File: src/hw/rtl/u2a_pkg.sv
// Shared types, constants and the replacement table for the UTF-8 to ASCII
// transliterator. No dependencies; used by every module of the block.
`default_nettype none

package u2a_pkg;

  localparam int unsigned BufSizeMax = 4096;
  localparam int unsigned CapW       = 13;
  localparam int unsigned CountW     = 12;
  localparam int unsigned CodeW      = 21;
  localparam int unsigned MaxResults = 4;

  // Code points with their own replacement
  localparam logic [CodeW-1:0] CpLsquo  = 21'h02018;
  localparam logic [CodeW-1:0] CpRsquo  = 21'h02019;
  localparam logic [CodeW-1:0] CpLdquo  = 21'h0201C;
  localparam logic [CodeW-1:0] CpRdquo  = 21'h0201D;
  localparam logic [CodeW-1:0] CpEnDash = 21'h02013;
  localparam logic [CodeW-1:0] CpEmDash = 21'h02014;
  localparam logic [CodeW-1:0] CpEllip  = 21'h02026;
  localparam logic [CodeW-1:0] CpNbsp   = 21'h000A0;

  localparam logic [7:0] ChApos  = 8'h27;
  localparam logic [7:0] ChQuot  = 8'h22;
  localparam logic [7:0] ChDash  = 8'h2D;
  localparam logic [7:0] ChDot   = 8'h2E;
  localparam logic [7:0] ChSpace = 8'h20;
  localparam logic [7:0] ChQmark = 8'h3F;
  localparam logic [7:0] ChNul   = 8'h00;

  typedef struct packed {
    logic [1:0] cnt;  // 1 or 3 characters
    logic [7:0] ch;   // the character, repeated cnt times
  } u2a_repl_t;

  // One queued unit of output work: up to four results for one input byte
  typedef struct packed {
    logic [MaxResults-1:0][7:0] ch;
    logic [2:0]                 cnt;   // results in this transaction group, 1..4
    logic                       term;  // last result is the terminator
  } u2a_job_t;

  function automatic u2a_repl_t repl_lookup(input logic [CodeW-1:0] code);
    u2a_repl_t r;
    r.cnt = 2'd1;
    r.ch  = ChQmark;
    case (code)
      CpLsquo, CpRsquo:   r.ch = ChApos;
      CpLdquo, CpRdquo:   r.ch = ChQuot;
      CpEnDash, CpEmDash: r.ch = ChDash;
      CpEllip: begin
        r.cnt = 2'd3;
        r.ch  = ChDot;
      end
      CpNbsp:             r.ch = ChSpace;
      default:            r.ch = ChQmark;
    endcase
    return r;
  endfunction

endpackage

`default_nettype wire

File: src/hw/rtl/u2a_front.sv
// Front end: takes input bytes, runs the UTF-8 decode state and the output
// cap, and builds at most one job per byte. Depends on u2a_pkg.
`default_nettype none

module u2a_front (
  input  wire logic                    clk_i,
  input  wire logic                    rst_ni,
  input  wire logic                    cfg_we_i,
  input  wire logic [12:0]             cfg_wdata_i,
  input  wire logic                    in_valid_i,
  output logic                         in_ready_o,
  input  wire logic [7:0]              data_byte_i,
  input  wire logic                    q_full_i,
  output logic                         push_o,
  output u2a_pkg::u2a_job_t            job_o
);

  logic [u2a_pkg::CapW-1:0]   buf_size_q;
  logic [1:0]                 rem_q, rem_d;
  logic [u2a_pkg::CodeW-1:0]  acc_q, acc_d;
  logic [u2a_pkg::CountW-1:0] wc_q, wc_d;

  logic                       accept;
  logic                       pend, cont_path, do_flush, tail_char, term;
  logic [1:0]                 rem_dec, extra;
  logic [u2a_pkg::CodeW-1:0]  acc_shift, flush_code;
  u2a_pkg::u2a_repl_t         repl;
  logic [1:0]                 fcnt;
  logic [2:0]                 k, avail, m;
  logic [u2a_pkg::CapW-1:0]   cap, wc_ext, avail_full;
  logic                       room;
  logic [7:0]                 lead_bits;

  assign in_ready_o = !q_full_i;
  assign accept     = in_valid_i && in_ready_o;

  assign pend      = (rem_q != 2'd0);
  assign cont_path = pend && (data_byte_i[7:6] == 2'b10);
  assign rem_dec   = rem_q - 2'd1;
  assign acc_shift = {acc_q[u2a_pkg::CodeW-7:0], data_byte_i[5:0]};

  always_comb begin
    if (cont_path) begin
      do_flush   = (rem_dec == 2'd0);
      flush_code = acc_shift;
    end else begin
      do_flush   = pend;
      flush_code = acc_q;
    end
  end

  assign repl      = u2a_pkg::repl_lookup(flush_code);
  assign fcnt      = do_flush ? repl.cnt : 2'd0;
  assign tail_char = !cont_path && (data_byte_i != 8'h00) && !data_byte_i[7];
  assign term      = !cont_path && (data_byte_i == 8'h00) && (buf_size_q != '0);
  assign k         = {1'b0, fcnt} + {2'b00, tail_char};

  // Room left under the cap, saturated at four
  assign cap        = (buf_size_q > u2a_pkg::CapW'(u2a_pkg::BufSizeMax)) ?
                      u2a_pkg::CapW'(u2a_pkg::BufSizeMax) : buf_size_q;
  assign wc_ext     = {1'b0, wc_q};
  assign room       = (cap != '0) && ((wc_ext + 13'd1) < cap);
  assign avail_full = cap - 13'd1 - wc_ext;
  assign avail      = !room ? 3'd0 :
                      (avail_full >= 13'd4) ? 3'd4 : avail_full[2:0];
  assign m          = (k < avail) ? k : avail;

  always_comb begin
    for (int i = 0; i < u2a_pkg::MaxResults; i++) begin
      if (3'(i) < m) begin
        job_o.ch[i] = (3'(i) < {1'b0, fcnt}) ? repl.ch : data_byte_i;
      end else begin
        job_o.ch[i] = u2a_pkg::ChNul;
      end
    end
    job_o.cnt  = m + {2'b00, term};
    job_o.term = term;
  end

  assign push_o = accept && (job_o.cnt != 3'd0);

  always_comb begin
    if (data_byte_i >= 8'hF0) begin
      extra = 2'd3;
    end else if (data_byte_i >= 8'hE0) begin
      extra = 2'd2;
    end else begin
      extra = 2'd1;
    end
    case (extra)
      2'd3:    lead_bits = data_byte_i & 8'h07;
      2'd2:    lead_bits = data_byte_i & 8'h0F;
      default: lead_bits = data_byte_i & 8'h1F;
    endcase
  end

  always_comb begin
    rem_d = rem_q;
    acc_d = acc_q;
    wc_d  = wc_q;
    if (accept) begin
      wc_d = wc_q + u2a_pkg::CountW'(m);
      if (cont_path) begin
        rem_d = rem_dec;
        acc_d = (rem_dec == 2'd0) ? '0 : acc_shift;
      end else if (data_byte_i == 8'h00) begin
        rem_d = 2'd0;
        acc_d = '0;
        wc_d  = '0;
      end else if (!data_byte_i[7]) begin
        rem_d = 2'd0;
        acc_d = '0;
      end else begin
        rem_d = extra;
        acc_d = u2a_pkg::CodeW'(lead_bits);
      end
    end
  end

  always_ff @(posedge clk_i or negedge rst_ni) begin
    if (!rst_ni) begin
      buf_size_q <= 13'd64;
      rem_q      <= 2'd0;
      acc_q      <= '0;
      wc_q       <= '0;
    end else begin
      if (cfg_we_i) begin
        buf_size_q <= cfg_wdata_i;
      end
      rem_q <= rem_d;
      acc_q <= acc_d;
      wc_q  <= wc_d;
    end
  end

endmodule

`default_nettype wire

File: src/hw/rtl/u2a_queue.sv
// Short job queue between the front end and the output sequencer.
// Depends on u2a_pkg for the job type.
`default_nettype none

module u2a_queue #(
  parameter int unsigned DEPTH = 4
) (
  input  wire logic               clk_i,
  input  wire logic               rst_ni,
  input  wire logic               push_i,
  input  u2a_pkg::u2a_job_t       job_i,
  output logic                    full_o,
  input  wire logic               pop_i,
  output logic                    empty_o,
  output u2a_pkg::u2a_job_t       job_o
);

  localparam int unsigned PtrW = (DEPTH > 1) ? $clog2(DEPTH) : 1;
  localparam int unsigned CntW = $clog2(DEPTH + 1);

  u2a_pkg::u2a_job_t mem_q [DEPTH];
  logic [PtrW-1:0]   wr_q, wr_d, rd_q, rd_d;
  logic [CntW-1:0]   cnt_q, cnt_d;
  logic              do_push, do_pop;

  assign full_o  = (cnt_q == CntW'(DEPTH));
  assign empty_o = (cnt_q == '0);
  assign job_o   = mem_q[rd_q];
  assign do_push = push_i && !full_o;
  assign do_pop  = pop_i && !empty_o;

  always_comb begin
    wr_d  = wr_q;
    rd_d  = rd_q;
    cnt_d = cnt_q;
    if (do_push) begin
      wr_d = (wr_q == PtrW'(DEPTH - 1)) ? '0 : wr_q + PtrW'(1);
    end
    if (do_pop) begin
      rd_d = (rd_q == PtrW'(DEPTH - 1)) ? '0 : rd_q + PtrW'(1);
    end
    if (do_push && !do_pop) begin
      cnt_d = cnt_q + CntW'(1);
    end else if (do_pop && !do_push) begin
      cnt_d = cnt_q - CntW'(1);
    end
  end

  always_ff @(posedge clk_i) begin
    if (do_push) begin
      mem_q[wr_q] <= job_i;
    end
  end

  always_ff @(posedge clk_i or negedge rst_ni) begin
    if (!rst_ni) begin
      wr_q  <= '0;
      rd_q  <= '0;
      cnt_q <= '0;
    end else begin
      wr_q  <= wr_d;
      rd_q  <= rd_d;
      cnt_q <= cnt_d;
    end
  end

endmodule

`default_nettype wire

File: src/hw/rtl/u2a_back.sv
// Output sequencer: walks the results of the head job one per cycle, when not
// stalled, into a registered output stage. Depends on u2a_pkg for the job type.
`default_nettype none

module u2a_back (
  input  wire logic               clk_i,
  input  wire logic               rst_ni,
  input  wire logic               q_empty_i,
  input  u2a_pkg::u2a_job_t       job_i,
  output logic                    pop_o,
  output logic                    out_valid_o,
  input  wire logic               out_ready_i,
  output logic [7:0]              out_char_o,
  output logic                    is_terminator_o,
  output logic                    run_last_o
);

  logic [1:0] idx_q, idx_d;
  logic       valid_q, valid_d;
  logic [7:0] char_q;
  logic       term_q, last_q;
  logic       load, last;

  assign load  = !q_empty_i && (!valid_q || out_ready_i);
  assign last  = ({1'b0, idx_q} == (job_i.cnt - 3'd1));
  assign pop_o = load && last;

  always_comb begin
    idx_d   = idx_q;
    valid_d = valid_q;
    if (load) begin
      valid_d = 1'b1;
      idx_d   = last ? 2'd0 : idx_q + 2'd1;
    end else if (out_ready_i) begin
      valid_d = 1'b0;
    end
  end

  // Payload: load only, no reset
  always_ff @(posedge clk_i) begin
    if (load) begin
      char_q <= job_i.ch[idx_q];
      term_q <= job_i.term && last;
      last_q <= last;
    end
  end

  always_ff @(posedge clk_i or negedge rst_ni) begin
    if (!rst_ni) begin
      idx_q   <= 2'd0;
      valid_q <= 1'b0;
    end else begin
      idx_q   <= idx_d;
      valid_q <= valid_d;
    end
  end

  assign out_valid_o     = valid_q;
  assign out_char_o      = char_q;
  assign is_terminator_o = term_q;
  assign run_last_o      = last_q;

endmodule

`default_nettype wire

File: src/hw/rtl/utf8_to_ascii_transliterator_core.sv
// UTF-8 to ASCII transliterator, top level.
// Usage:
//   Input channel: one UTF-8 byte per transaction on data_byte_i
//   (in_valid_i / in_ready_o); a zero byte ends the string.
//   Output channel: zero to four results per input byte on out_char_o,
//   is_terminator_o and run_last_o (out_valid_o / out_ready_i); run_last_o
//   marks the last result of a byte. Bytes that cause no result (leads,
//   continuations mid-sequence, characters past the cap) produce nothing.
//   Config: cfg_we_i writes cfg_wdata_i to the buffer size (capacity
//   including the terminator, values above 4096 act as 4096).
//   A taken byte's job is written into the job queue; its first result then
//   loads the output register. Throughput: one result per cycle while
//   out_ready_i is high, set by the single output register; plain ASCII
//   passes at one byte per cycle then. Several results of one byte leave in
//   turn while the job queue keeps taking input until it fills.
//   Receiver stall: the output register holds; the queue absorbs up to
//   QUEUE_DEPTH jobs, after that in_ready_o drops.
//   Reset: decode state and character count clear, buffer size is 64, the
//   queue and output are empty.
// Depends on u2a_pkg, u2a_front, u2a_queue, u2a_back.
`default_nettype none

module utf8_to_ascii_transliterator_core #(
  parameter int unsigned QUEUE_DEPTH = 4
) (
  input  wire logic        clk_i,
  input  wire logic        rst_ni,
  input  wire logic        cfg_we_i,
  input  wire logic [12:0] cfg_wdata_i,
  input  wire logic        in_valid_i,
  output logic             in_ready_o,
  input  wire logic [7:0]  data_byte_i,
  output logic             out_valid_o,
  input  wire logic        out_ready_i,
  output logic [7:0]       out_char_o,
  output logic             is_terminator_o,
  output logic             run_last_o
);

  u2a_pkg::u2a_job_t push_job, head_job;
  logic              push, pop, q_full, q_empty;

  u2a_front u_front (
    .clk_i       (clk_i),
    .rst_ni      (rst_ni),
    .cfg_we_i    (cfg_we_i),
    .cfg_wdata_i (cfg_wdata_i),
    .in_valid_i  (in_valid_i),
    .in_ready_o  (in_ready_o),
    .data_byte_i (data_byte_i),
    .q_full_i    (q_full),
    .push_o      (push),
    .job_o       (push_job)
  );

  u2a_queue #(
    .DEPTH (QUEUE_DEPTH)
  ) u_queue (
    .clk_i   (clk_i),
    .rst_ni  (rst_ni),
    .push_i  (push),
    .job_i   (push_job),
    .full_o  (q_full),
    .pop_i   (pop),
    .empty_o (q_empty),
    .job_o   (head_job)
  );

  u2a_back u_back (
    .clk_i           (clk_i),
    .rst_ni          (rst_ni),
    .q_empty_i       (q_empty),
    .job_i           (head_job),
    .pop_o           (pop),
    .out_valid_o     (out_valid_o),
    .out_ready_i     (out_ready_i),
    .out_char_o      (out_char_o),
    .is_terminator_o (is_terminator_o),
    .run_last_o      (run_last_o)
  );

  a_term_is_last: assert property (@(posedge clk_i) disable iff (!rst_ni)
    out_valid_o && is_terminator_o |-> run_last_o)
    else $error("terminator not marked as last result");

  a_term_is_nul: assert property (@(posedge clk_i) disable iff (!rst_ni)
    out_valid_o && is_terminator_o |-> out_char_o == 8'h00)
    else $error("terminator carries a nonzero character");

  a_ascii_out: assert property (@(posedge clk_i) disable iff (!rst_ni)
    out_valid_o |-> !out_char_o[7])
    else $error("non-ASCII character emitted");

  a_no_push_when_full: assert property (@(posedge clk_i) disable iff (!rst_ni)
    q_full && !pop |=> !q_empty)
    else $error("queue lost a job");

endmodule

`default_nettype wire
File: config.mk
export PLATFORM = sky130hd
export DESIGN_NAME = utf8_to_ascii_transliterator_core
export DESIGN_NICKNAME = d
export VERILOG_FILES = /design/src/hw/rtl/u2a_pkg.sv /design/src/hw/rtl/u2a_front.sv /design/src/hw/rtl/u2a_queue.sv /design/src/hw/rtl/u2a_back.sv /design/src/hw/rtl/utf8_to_ascii_transliterator_core.sv
export SDC_FILE = /design/constraint.sdc
export NUM_CORES = 1
export LEC_CHECK = 0
export BUFFER_PORTS_ARGS = -buffer_cell sky130_fd_sc_hd__clkbuf_2
export CORE_MARGIN = 2
export CORE_UTILIZATION = 45
export CTS_BUF_LIST = sky130_fd_sc_hd__clkbuf_8
export CTS_CLUSTER_SIZE = 10
export DETAILED_ROUTE_END_ITERATION = 6
export REMOVE_ABC_BUFFERS = 1
export SLEW_MARGIN = 30
export SYNTH_ARGS = -nofsm -noshare
export SYNTH_HDL_FRONTEND = slang
export SYNTH_SLANG_ARGS = --single-unit
File: constraint.sdc
create_clock -name clk_i -period 14.8 [get_ports clk_i]
set_input_delay 2.96 -clock clk_i [delete_from_list [all_inputs] [get_ports clk_i]]
set_output_delay 2.96 -clock clk_i [all_outputs]
set_load 0.03 [all_outputs]
# Word-level counts from Yosys, hierarchy flattened
# Memory sizes are Yosys's and may differ from the RTL's.
# Cells that the tools add are included.
[word_totals]
ram_bits = 144
romBits = 0
memories = 1
latchBits = 0
ff_bits = 68
out_inout_bits = 12
elab_cells = 130
[memory_table]
columns = ["name", "depth", "width", "rd", "rd_clocked_by_memory_dff", "wr", "line_no", "rtl"]
rows = [
  ["u_queue.mem_q", 4, 36, 1, 0, 1, "u2a_queue.sv:21", "u2a_pkg::u2a_job_t mem_q [DEPTH];"],
]
[classes]
magnitude_cmp = 14
n_mux = 39
eq_ne = 15
n_bitwise = 0
multipliers = 0
n_addsub = 13
n_shift = 0
reduce_logical = 36
div = 0
[ops]
columns = ["operator", "n"]
rows = [
  ["21-bit by 14-bit == test with 1-bit output, second input constant", 7],
  ["21-bit two-way mux", 4],
  ["8-bit two-way mux", 8],
  ["13-bit nonzero test", 2],
  ["5-bit one-hot mux with 5 select lines", 1],
  ["12-bit two-way mux", 2],
  ["21-bit by 8-bit == test with 1-bit output, second input constant", 1],
  ["2-bit two-way mux", 10],
  ["8-bit binary-select mux with 2-bit select", 1],
  ["8-bit greater-or-equal comparator, second input constant", 2],
  ["1-bit logical AND", 15],
  ["3-bit two-way mux", 5],
  ["12-bit by 1-bit adder with 13-bit output, second input constant", 1],
  ["13-bit by 3-bit greater-or-equal comparator with 1-bit output, second input constant", 1],
  ["13-bit greater-than comparator, second input constant", 1],
  ["13-bit < comparator", 1],
  ["13-bit two-way mux", 1],
  ["13-bit by 1-bit subtractor with 13-bit output, second input constant", 1],
  ["13-bit by 12-bit subtractor with 13-bit output", 1],
  ["12-bit by 3-bit adder with 12-bit output", 1],
  ["2-bit == test, second input constant", 5],
  ["5-bit one-hot mux with 2 select lines", 1],
  ["8-bit zero test", 1],
  ["8-bit nonzero test", 1],
  ["23 further kinds", 43],
]

# Longest topological paths before layout
[logic_depth]
depth_word = 17
ltp_mapped = 31

# Modules after synthesis
# From an unflattened synthesis, not the netlist that was laid out.
[hier_totals]
cells_unflattened = 801
hier_area_um2 = 10717.8
[by_module_without_submodules]
columns = ["mod", "seq_area_each_um2", "cells_each", "n_inst", "area_each_um2"]
rows = [
  ["u2a_queue", 4499.3, 225, 1, 5652.9],
  ["u2a_front", 1202.4, 533, 1, 4355.4],
  ["u2a_back", 375.4, 43, 1, 709.4],
]

# Least setup slack after synthesis
# OpenSTA, ideal clock, no wires.
[synth_timing]
path_kind = "input port to flip-flop"
startpoint = "input port data_byte_i[6]"
endpoint = "memory u_queue.mem_q[3][0] in the netlist's numbering, enable pin"
path_buffers = 2
t_arrival_ns = 7.817
path_stages = 22
setup_ns = 0.397
t_required_ns = 14.403
slack_ns = 6.587
path_cell_list = "clkbuf_1 -> nor3b_2 -> nand3_1 -> a211oi_1 -> nand3_1 -> nor2_1 -> nand2_1 -> clkbuf_1 -> inv_1 -> ha_1 -> ha_1 -> a211oi_1 -> or3b_1 -> nor2_1 -> a21oi_2 -> inv_1 -> ha_1 -> ha_1 -> xor2_1 -> nor3_1 -> nor2_1 -> and2_1"
[synth_lines]
columns = ["element", "line_no", "rtl"]
rows = [
  ["from (decl)", "utf8_to_ascii_transliterator_core.sv:32", "input wire logic [7:0] data_byte_i,"],
  ["to (decl)", "u2a_queue.sv:21", ""],
]

==> flow_summary.json <==
{
  "min_path_cells": 1,
  "vias": 6654,
  "p_per_area_nw_per_um2": 174,
  "cts_hold_buf": 0,
  "cpMaxStageDelayCell": "nor3b_2",
  "cts_tree": "done",
  "hold_class": "reg2reg",
  "drive_gt1_frac": 0.192,
  "drv_slew": 0,
  "drcViolationCount": 0,
  "cts_max_path_buffers": 3,
  "dieArea_um2": 24600,
  "syn_to_final_growth_pct": 11.8,
  "htree_levels": 2,
  "dieWidth_um": 157,
  "die_h_um": 157,
  "core_area_um2": 22800,
  "netlist_instances": 784,
  "postSynth.asyncResetShare": 0.274,
  "gp_congestion": 0.863,
  "via_per_inst": 5.65,
  "yosysWarnings": 0,
  "clkTransAtPathRegs_ns": 0.06,
  "rsz0062_at_grt": "no",
  "antennaDiodeCount": 0,
  "ant_nets": 0,
  "cp-start-kind": "input port",
  "wire_per_inst_um": 19.8,
  "relSlewSlack": 0.427,
  "post-cts-setup-buffers": 0,
  "drt_iter0_drc": 455,
  "grt_first_pass_wirelength_mm": 37.4,
  "tightest_slew_ns": 0.853,
  "synth_top_cell_area_share": 0.440,
  "start_util": 0.461,
  "synth.area.top_cells": "edfxtp_1, dfrtp_1, mux4_2",
  "setup_viol": 0,
  "maxCapViolations": 0,
  "status": "completed",
  "p_leak_uw": 0.00448,
  "setup_tns_ns": 0,
  "overflow": 0,
  "irDropWorstVdd_mv": 0.0712,
  "cpMostUsedCell": "ha_1",
  "portBuffers": 37,
  "clk-insertion-delay-late_ns": 0.54,
  "dr.pass1.iters": 4,
  "crit_required_ns": 15.24,
  "layout.nets": 906,
  "grt_max_degree": 59,
  "critPathKind": "in2reg",
  "crit_arrival_ns": 9.02,
  "wl_mm": 23.3,
  "cts_sinks": 212,
  "yosys_most_used_dff": "edfxtp_1",
  "yosysUniqueCellTypes": 69,
  "clock_skew_ns": 0.0269,
  "synth_edf_count": 154,
  "finalCritPeriodShare": 0.580,
  "hold_viol_final": 0,
  "crit_fanout": 13,
  "synth_area_per_cell_um2": 13.4,
  "root_buffer": "clkbuf_8",
  "post_cts_resized": 0,
  "synth_area_um2": 10500,
  "slowest_delay_ns": 0.56,
  "endpoint_kind": "flip-flop",
  "dp_hpwl_mm": 15.5,
  "yosys.area.top_type": "edfxtp_1",
  "fmax_mhz": 117,
  "power_uw": 2040,
  "ys_seq_elements": 212,
  "grt_pass1_vias": 7019,
  "fin_crit_ns": 8.58,
  "fp-row-count": 55,
  "timing.reg2reg.worst_path_depth": 29,
  "ioPinCount": 38,
  "numCtsBuffers": 37,
  "seq_area_frac_synth": 0.579,
  "antenna_found_initial": 0,
  "grt_usage": 0.198
}
==> power by group <==
group / internal [uW] / switching [uW]
combinational: 301 / 386
sequential: 772 / 77.9
clock: 274 / 234
total: 1350 / 698
==> registers in the layout, summed over array words and instances, names as in the netlist, 2 cells and up <==
| name | count |
|---|---|
| u_queue.mem_q | 144 |
| u_front.acc_q | 21 |
| u_front.buf_size_q | 13 |
| u_front.wc_q | 12 |
| u_back.out_char_o | 8 |
| u_queue.cnt_q | 3 |
| u_back.idx_q | 2 |
| u_front.rem_q | 2 |
| u_queue.rd_q | 2 |
| u_queue.wr_q | 2 |
==> placed cells by master (no fill, tap or decap), types with 6 or more instances in the layout <==
cell and count:
ha_1 40, clkbuf_8 41, nand3_1 20, mux2_2 14, a22o_1 19, a21o_1 7
inv_1 56, nor3_1 20, o21ai_0 28, edfxtp_1 154, or3_1 6, mux4_2 44
nor2_1 48, buf_4 8, o21a_1 6, a21oi_1 37, and2_1 16, nor4_1 7
nand2_1 46, clkbuf_2 37, and3_1 6, dfrtp_1 56, nand4_1 8, nor2b_1 7
nand2b_1 8, xor2_1 6, xnor2_1 30
==> path summary, 6_finish.rpt <==
path | start | slack (ns) | to
max | data_byte_i[7] | 6.22 | u_queue.cnt_q[2]
min | u_front.acc_q[17] | 0.51 | u_front.acc_q[17]
max reg2reg | u_front.wc_q[7] | 7.47 | u_queue.cnt_q[2]
min reg2reg | u_front.acc_q[17] | 0.51 | u_front.acc_q[17]
max in group asynchronous | rst_ni | 11.64 | u_queue.rd_q[0]
min in group asynchronous | rst_ni | 2.59 | u_front.buf_size_q[4]
==> worst max-delay path, delay by kind of cell <==
kind	cells	cell delay, ns
AO/OA/AOI/OAI	3	1.20
XOR/XNOR	3	0.61
buffers and inverters	4	0.54
AND/OR/NAND/NOR	10	2.10
adder cells (fa/ha/maj)	6	1.60
==> synth_stat cells (3+ instances only) <==
cell type  number
inv_1          42
mux4_2         44
nor2_1         48
mux2_2         14
o21a_1          6
a22o_1         19
a31oi_1         4
nor4_1          7
mux2i_1         3
edfxtp_1      154
buf_1           3
a21oi_1        38
nand2_1        47
xor2_1          6
or3_1           6
buf_2           6
a211oi_1        3
a21o_1          7
and3_1          6
o22ai_1         5
clkbuf_1       22
nor3_1         20
nand2b_1        8
a32o_1          3
o211ai_1        4
fa_1            3
nor2b_1         7
and2_1         16
or4_1           3
ha_1           40
o31ai_1         4
nand3_1        20
a221oi_1        3
o21ai_0        28
dfrtp_1        57
xnor2_1        30
nand4_1         8
==> through the flow <==
step                      cell area (um2)  hold WS [ns]  worst slack [ns]  utilization  std cells
after floorplan                     10400         0.464              6.83            -        753
after global placement              11000         0.478              6.14        0.484       1111
after detailed placement            11000         0.499              5.74        0.484       1111
after CTS                           11700         0.512              6.29        0.515       1177
after global routing                11700         0.520              5.43        0.515       1177
final                               11700         0.508              6.22        0.515       1177
==> layout make-up <==
| class | instances | area [um2] |
|---|---|---|
| tap | 313 | 392 |
| clock inverter | 25 | 144 |
| clock buffer | 41 | 564 |
| timing repair buffer | 45 | 245 |
| sequential | 212 | 6080 |
| inverter | 44 | 165 |
| fill | 1942 | 11000 |
| multi-input combinational | 497 | 4150 |
==> layer usage <==
metal  wire length, um  vias to the layer above  part of all wire  GRT usage
met5                 0                        -                 0          0
met4               311                        0             0.013     0.0507
met3               927                       32             0.040     0.0352
met2             12100                      143              0.52      0.354
met1              9950                     3386              0.43      0.248
li1                  -                     3093                 -          -
==> cell families (layout without fill, tap and decap cells) <==
family	count (synthesis)	after routing	share of synthesized area
buffers and inverters	75	155	0.0275
adder cells (fa/ha/maj)	45	45	0.0553
AND/OR/NAND/NOR	213	213	0.105
AO/OA/AOI/OAI	142	142	0.0908
XOR/XNOR	36	36	0.0300
multiplexers	61	61	0.112
flip-flops	212	212	0.579
No activity file was read; power rests on OpenSTA's default activity.
